<file path="src/hdl/vgsb_pkg.sv">
// vgsb_pkg: shared constants and types for the voxel grid share binner
// no dependencies
package vgsb_pkg;
  localparam int GRID_DEF    = 4;
  localparam int COORD_W     = 24;
  localparam int SHARE_W     = 17;
  localparam int CNT_W       = 32;
  localparam int SUM_W       = 48;
  localparam int RATIO_W     = 17;
  localparam int IDX_W       = 6;
  localparam int DIV_W       = 48;
  localparam logic [SHARE_W-1:0] SHARE_ONE = 17'd65536;
  localparam logic [CNT_W-1:0]   COUNT_MAX = 32'hFFFF_FFFF;

  localparam logic [2:0] REG_MIN_X = 3'd0;
  localparam logic [2:0] REG_MIN_Y = 3'd1;
  localparam logic [2:0] REG_MIN_Z = 3'd2;
  localparam logic [2:0] REG_MAX_X = 3'd3;
  localparam logic [2:0] REG_MAX_Y = 3'd4;
  localparam logic [2:0] REG_MAX_Z = 3'd5;

  typedef struct packed {
    logic             start;
    logic [DIV_W-1:0] dividend;
    logic [DIV_W-1:0] divisor;
  } div_req_t;

  typedef struct packed {
    logic             done;
    logic [DIV_W-1:0] quot;
  } div_rsp_t;
endpackage

</file>
<file path="src/hdl/vgsb_divider.sv">
// vgsb_divider: shared restoring divider, one quotient bit per cycle
// depends on vgsb_pkg
module vgsb_divider (
  input  logic               clk,
  input  logic               rst_n,
  input  vgsb_pkg::div_req_t req,
  output vgsb_pkg::div_rsp_t rsp
);
  localparam int W = vgsb_pkg::DIV_W;

  logic         busy_r, busy_nxt;
  logic [5:0]   cnt_r, cnt_nxt;
  logic [W-1:0] rem_r, rem_nxt;
  logic [W-1:0] quo_r, quo_nxt;
  logic [W-1:0] dsr_r, dsr_nxt;
  logic         done_r, done_nxt;
  logic [W:0]   trial;

  always_comb begin
    busy_nxt = busy_r;
    cnt_nxt  = cnt_r;
    rem_nxt  = rem_r;
    quo_nxt  = quo_r;
    dsr_nxt  = dsr_r;
    done_nxt = 1'b0;
    trial    = {rem_r, quo_r[W-1]} - {1'b0, dsr_r};
    if (req.start) begin
      busy_nxt = 1'b1;
      cnt_nxt  = 6'(W - 1);
      rem_nxt  = '0;
      quo_nxt  = req.dividend;
      dsr_nxt  = req.divisor;
    end else if (busy_r) begin
      if (!trial[W]) begin
        rem_nxt = trial[W-1:0];
        quo_nxt = {quo_r[W-2:0], 1'b1};
      end else begin
        rem_nxt = {rem_r[W-2:0], quo_r[W-1]};
        quo_nxt = {quo_r[W-2:0], 1'b0};
      end
      if (cnt_r == '0) begin
        busy_nxt = 1'b0;
        done_nxt = 1'b1;
      end else begin
        cnt_nxt = cnt_r - 6'd1;
      end
    end
  end

  always_ff @(posedge clk) begin
    if (!rst_n) begin
      busy_r <= 1'b0;
      done_r <= 1'b0;
      cnt_r  <= '0;
    end else begin
      busy_r <= busy_nxt;
      done_r <= done_nxt;
      cnt_r  <= cnt_nxt;
    end
    rem_r <= rem_nxt;
    quo_r <= quo_nxt;
    dsr_r <= dsr_nxt;
  end

  assign rsp.done = done_r;
  assign rsp.quot = quo_r;
endmodule

</file>
<file path="config.mk">
export PLATFORM = sky130hd
export DESIGN_NAME = vgsb_divider
export DESIGN_NICKNAME = d
export VERILOG_FILES = /design/src/hdl/vgsb_pkg.sv /design/src/hdl/vgsb_divider.sv
export SDC_FILE = /design/constraint.sdc
export NUM_CORES = 1
export LEC_CHECK = 0
export ABC_AREA = 1
export BUFFER_PORTS_ARGS = -buffer_cell sky130_fd_sc_hd__buf_2
export CAP_MARGIN = 20
export CORE_MARGIN = 1.5
export CORE_UTILIZATION = 42
export DETAILED_ROUTE_END_ITERATION = 10
export PLACE_DENSITY = 0.68
export SYNTH_ARGS = -nofsm -noshare
export SYNTH_HDL_FRONTEND = slang
export SYNTH_SLANG_ARGS = --single-unit
</file>
<file path="constraint.sdc">
create_clock -name clk -period 2.8 [get_ports clk]
set_input_delay 0.28 -clock clk [delete_from_list [all_inputs] [get_ports clk]]
set_output_delay 0.28 -clock clk [all_outputs]
set_load 0.03 [all_outputs]
</file>
==> results.yml, run 1 <==
outcome:
  status: "finished, final reports clean"
placed_design:
  hpwl_um: 21830
  io_buffer_count: 147
  post_dp_cell_area_um2: 11600
  place_congestion: 0.9538
drt:
  drc: 0
  wl_um: 28870
  avgRoutedWirePerCell_um: 13.56
  dr.pass1.iters: 5
  ant_nets: 0
  vias_per_cell: 4.680
  drt_iter0_markers: 584
  via_count: 9964
final_layout:
  drive_gt1_share_pct: 11.59
  utilization_pct: 51.16
  syn2layout_area_growth_pct: 19.22
  finalInstanceArea_um2: 12480
  nets: 1941
sta:
  tightest_slew_ns: 0.8105
  fmax_ghz: 0.3926
  finalHoldViolCount: 0
  min_period_ns: 2.547
  rsz0062_at_grt: "no"
  fin_setup_tns_ns: 0
  post-route-period-util_pct: 90.96
  setup_viol: 0
  fin_skew_ns: 0.01742
  slew_violations: 0
  timing.slew.headroom_pct: 45.89
  whs_ns: 0.009882
worst_setup_path:
  cp-start-kind: "register"
  worst_setup_path_end_kind: "register"
  r2r-start: "dsr_r[27]"
  critPathKind: "register to register"
  cp_data_required_time_ns: 3.14
  reg2reg_to: "rem_r[24]"
  crit_fanout: 18
  reg2reg_depth: 16
  timing.critical_path.from: "dsr_r[27]"
  worstPathArrival_ns: 2.89
  r2r_setup_slack_ns: 0.25
synth:
  synthMuxAreaShare_pct: 0
  synthAdderAreaFrac_pct: 6.168
  synthDistinctLibCells: 32
  ys_ff_latch: 152
  synth_most_common_cell: "nand2_1"
  synthFlopType: "edfxtp_1"
  netlist_area_um2: 10470
  ys_seq_area_share_pct: 38.25
  synth_area_leaders: "edfxtp_1 28%, nand2_1 26%, inv_1 12%"
  synthXorXnorAreaFrac_pct: 2.175
  synth.avg_cell_area_um2: 6.442
  synth_edf_count: 96
  ys_warn_count: 0
  synth_top_area_share_pct: 27.54
  yosys.area_share.simple_pct: 36.94
  synth_top_family_by_area: "simple AND/OR/NAND/NOR gates"
  synth_compound_area_share_pct: 3.239
  synth_top_area_cell: "edfxtp_1"
  async_reset_ff_share_pct: 0
  netlist_instances: 1625
  synth_nets: 1775
  synthTopCellsByCount: "725 x nand2_1, 322 x inv_1, 113 x nor2_1"
clock_network:
  cts_buffer_depth: 2
  cts_setup_buffers: 0
  clock_sinks: 152
  numCtsBuffers: 17
  cts_tree: "yes"
  clock-root-buffer: "clkbuf_16"
  htree_levels: 4
  clkTransAtPathRegs_ns: 0.08
  clock_latency_ns: 0.45
hold_path:
  min_path_cells: 1
  min_path_type: "primary input to register"
  min_from: "req[37]"
  min_to: "dsr_r[37]"
global_routing:
  grt_overflow: 0
  grt_pass1_vias: 9646
  antenna_found_initial: 1
  grt_pass1_wl_um: 46860
  grt_usage_pct: 22.57
  grt_max_degree: 59
die:
  fp.coreArea_um2: 24390
  dieArea_um2: 25880
  io_pins: 148
  fp.dieH_um: 160.9
  start_util_pct: 42.92
  die_width_um: 160.9
  core.rowCount: 57
power_and_ir_drop:
  ir_worst_vdd_v: 0.0003745
  p_total_mw: 5.950
  power_leakage_nw: 6.906
  p_per_area_nw_per_um2: 476.8
flow_run:
  max-cap-violations: 0
==> placed cells by master, fill, tap and decap left out, drive strengths merged, types with 2 or more instances in the layout <==
cell type	synthesis	layout
a21boi	2	2
a21oi	37	37
and2	4	4
buf	14	160
clkbuf	19	19
clkinv	0	6
dfxtp	56	56
dlygate4sd3	0	18
edfxtp	96	96
ha	50	50
inv	326	335
nand2	727	727
nand3	94	94
nand3b	5	5
nand4	14	14
nor2	114	114
nor3	10	10
nor4	2	2
o21ai	19	19
o21bai	3	3
or2	3	3
xnor2	20	20
xor2	6	6
==> layer usage <==
metal  routed length [µm]  global-route usage [%]
met1                13440                   29.04
met2                13280                   38.42
met3                 1580                   4.907
met4                  563                   5.640
met5                    0                       0
==> area by class of cell <==
| type | instances | area (µm²) |
|---|---|---|
| antenna | 1 | 2.502 |
| clock buffer | 17 | 425.4 |
| clock inverter | 15 | 211.5 |
| fill | 2497 | 11910 |
| inverter | 326 | 1224 |
| multi-input combinational | 1114 | 5104 |
| sequential | 152 | 4004 |
| tap | 324 | 405.4 |
| timing repair buffer | 180 | 1104 |
==> logic make-up after synthesis <==
group | Yosys count
buffers and inverters | 359
adders and majority gates | 51
and+or+nand+nor | 973
xor gates and xnor gates | 26
AOI/OAI and AO/OA | 64
DFF | 152
==> what timing repair did <==
item | CTS | global route
resized for setup | 0 | 3
hold buffers | 12 | 6
setup endpoints to repair | 0 | 35
hold endpoints to repair | 12 | 6
==> sequential cells by signal, indices dropped and copies added (netlist names) <==
register / cells
dsr_r: 48
quo_r: 48
rem_r: 48
cnt_r: 6
busy_r: 1
done_r: 1
==> report_power, final <==
part | switching (mW) | total [mW] | internal (mW)
Sequential | 0.0640 | 2.61 | 2.54
Combinational | 0.565 | 0.841 | 0.275
Clock | 1.25 | 2.50 | 1.25
Total | 1.88 | 5.95 | 4.07
==> through the flow <==
stage / worst slack, ns / std cells
after floorplan: 0.1930 / 1625
after global placement: 0.2727 / 2076
after detailed placement: 0.2035 / 2076
after CTS: 0.1829 / 2120
after global routing: 0.01142 / 2128
final: 0.2532 / 2129
==> worst max-delay path by stage <==
stage / endpoint / cells past startpoint / slack (ns)
2_1_floorplan: quo_r[0] / 17 / 0.19
3_3_place_gp: rem_r[28] / 18 / 0.27
3_5_place_dp: quo_r[0] / 16 / 0.20
4_1_cts: quo_r[0] / 16 / 0.18
5_1_grt: rem_r[0] / 16 / 0.01
6_report: rem_r[24] / 16 / 0.25
==> critical path: stages (launching register included) <==
cell and delay (ns):
edfxtp_1 0.33, inv_1 0.05, ha_1 0.34, nand2_1 0.17
nor2_1 0.20, inv_1 0.11, nor2_2 0.14, nand2_1 0.14
nand2_1 0.10, nand2_1 0.08, nand3_1 0.09, nand2_1 0.10
nand2_4 0.15, clkbuf_16 0.22, nand2_1 0.08, nand3_1 0.07
nand2_1 0.05
(Power assumes the default switching activity.)
==> inputs of run 2 (changes only) <==
PLACE_DENSITY = 0.7   (was 0.68)
SETUP_SLACK_MARGIN = 0.1   (was unset)
clock period = 2.2 ns   (was 2.8 ns; I/O delays follow)
==> results.yml, run 2 (synthesis results as in run 1) <==
outcome:
  status: "complete, but fails checks"
  violations: "negative setup slack"
sta:
  finalHoldViolCount: 0
  fin_ws_ns: -0.2367
  slew_violations: 0
  fin_skew_ns: 0.01845
  rsz0062_at_grt: "yes"
  min_period_ns: 2.437
  setup_viol: 49
  fin_setup_tns_ns: -8.496
  timing.slew.headroom_pct: 51.38
  tightest_slew_ns: 0.7293
  post-route-period-util_pct: 110.8
  fmax_ghz: 0.4104
hold_path:
  min_path_type: "primary input to register"
clock_network:
  cts_tree: "yes"
  numCtsBuffers: 17
  clock_latency_ns: 0.45
  clock_sinks: 152
  clock-root-buffer: "clkbuf_16"
  htree_levels: 4
  clkTransAtPathRegs_ns: 0.09
  cts_buffer_depth: 2
worst_setup_path:
  crit_fanout: 7
  critPathKind: "register to register"
  worstPathArrival_ns: 2.82
  cp_data_required_time_ns: 2.58
  worst_setup_path_end_kind: "register"
  r2r_setup_slack_ns: -0.24
  cp-start-kind: "register"
die:
  fp.coreArea_um2: 24390
  fp.dieH_um: 160.9
  core.rowCount: 57
  die_width_um: 160.9
  io_pins: 148
  start_util_pct: 42.92
  dieArea_um2: 25880
final_layout:
  diodes: 0
  nFillCells: 2268
  top_regs: "dsr_r: 48 flops, quo_r: 48 flops, rem_r: 48 flops"
  syn2layout_area_growth_pct: 42.55
  final_common_cell: "nand2_1"
  instances_no_fill: 2354
  drive_gt1_share_pct: 26.55
  final_cell_mix: "669 x nand2_1, 315 x inv_1, 200 x buf_4, 146 x buf_2, 96 x edfxtp_1"
  utilization_pct: 61.18
  nets: 2167
power_and_ir_drop:
  power_frac_comb_pct: 17.5
  seqPwrFrac_pct: 42.8
  p_clk_share_pct: 39.8
  power_leakage_nw: 8.229
  power.switching_mw: 2.438
  power.internal_mw: 5.339
  ir_worst_vdd_v: 0.0004149
  p_per_area_nw_per_um2: 521.2
  swShare_pct: 31.34
  p_total_mw: 7.777
placed_design:
  io_buffer_count: 147
  hpwl_um: 24130
  place_congestion: 0.9838
  place_inst: 2260
global_routing:
  grt_usage_pct: 25.23
  antenna_found_initial: 0
  grt_pass1_vias: 10800
  grt_overflow: 0
  grt_pass1_wl_um: 51890
  grt_max_degree: 49
flow_run:
  max-cap-violations: 0
drt:
  via_count: 11020
  drt_iter0_markers: 847
  avgRoutedWirePerCell_um: 13.63
  vias_per_cell: 4.681
  drc: 0
  dr.pass1.iters: 5
  ant_nets: 0
  wl_um: 32070
-- run 2: what timing repair did --
item / in CTS / in global routing
endpoints found under the hold margin: 48 / 0
resized for setup: 82 / 83
pin swaps: 35 / 34
cloned: 2 / 0
hold buffers: 48 / 0
setup endpoints to repair: 49 / 49
buffers inserted: 11 / 5
-- run 2: final timing paths --
path	startpoint	end	depth (start not counted)
worst min-delay path	req[81]	quo_r[33]	3
worst max-delay path	dsr_r[24]	rem_r[33]	16
worst max register to register	dsr_r[24]	rem_r[33]	16
worst min register to register	rem_r[1]	rem_r[1]	2
-- run 2: through the flow --
stage	hold WS, ns	cell area, µm²	setup slack [ns]
after global routing	0.02463	14920	-0.3627
final	0.03000	14920	-0.2367
after global placement	0.3959	13030	-0.1643
after detailed placement	0.3983	13030	-0.2247
after floorplan	0.3176	10520	-0.2380
after CTS	0.02356	14590	-0.2080
-- run 2: power by group through the flow --
stage | Sequential [mW] | Clock [mW] | Combinational, mW
after global placement | 3.38 | 0 | 1.19
after floorplan | 3.56 | 0 | 0.511
final | 3.33 | 3.09 | 1.36
after CTS | 3.32 | 3.15 | 1.31
after global routing | 3.35 | 3.28 | 1.49
after detailed placement | 3.38 | 0 | 1.22
-- run 2: critical path: stages, from the launching register on --
cell and delay, ns:
edfxtp_1 0.33, inv_1 0.04, ha_1 0.31, nand2_2 0.08, nor2_2 0.15, inv_2 0.07
nor2_4 0.19, nand2_1 0.12, nor2_2 0.17, nand2_4 0.08, nand4_1 0.19, nand2_4 0.12
buf_12 0.15, buf_12 0.14, nand2_2 0.07, nand3_2 0.06, nand2_1 0.09
-- run 2: layer usage --
metal | track usage (%) | routed length (µm) | share of wire [%]
met1 | 31.65 | 14060 | 44
met2 | 43.79 | 15380 | 48
met3 | 4.313 | 1928 | 6.0
met4 | 8.502 | 701 | 2.2
met5 | 0 | 0 | 0
-- run 2: area by class of cell --
type	instances	area (µm²)	area share [%]
clock buffer	17	425.4	2.851
clock inverter	15	201.4	1.350
multi-input combinational	1114	5720	38.34
tap	324	405.4	2.717
timing repair buffer	406	2938	19.69
sequential	152	4004	26.83
inverter	326	1227	8.226
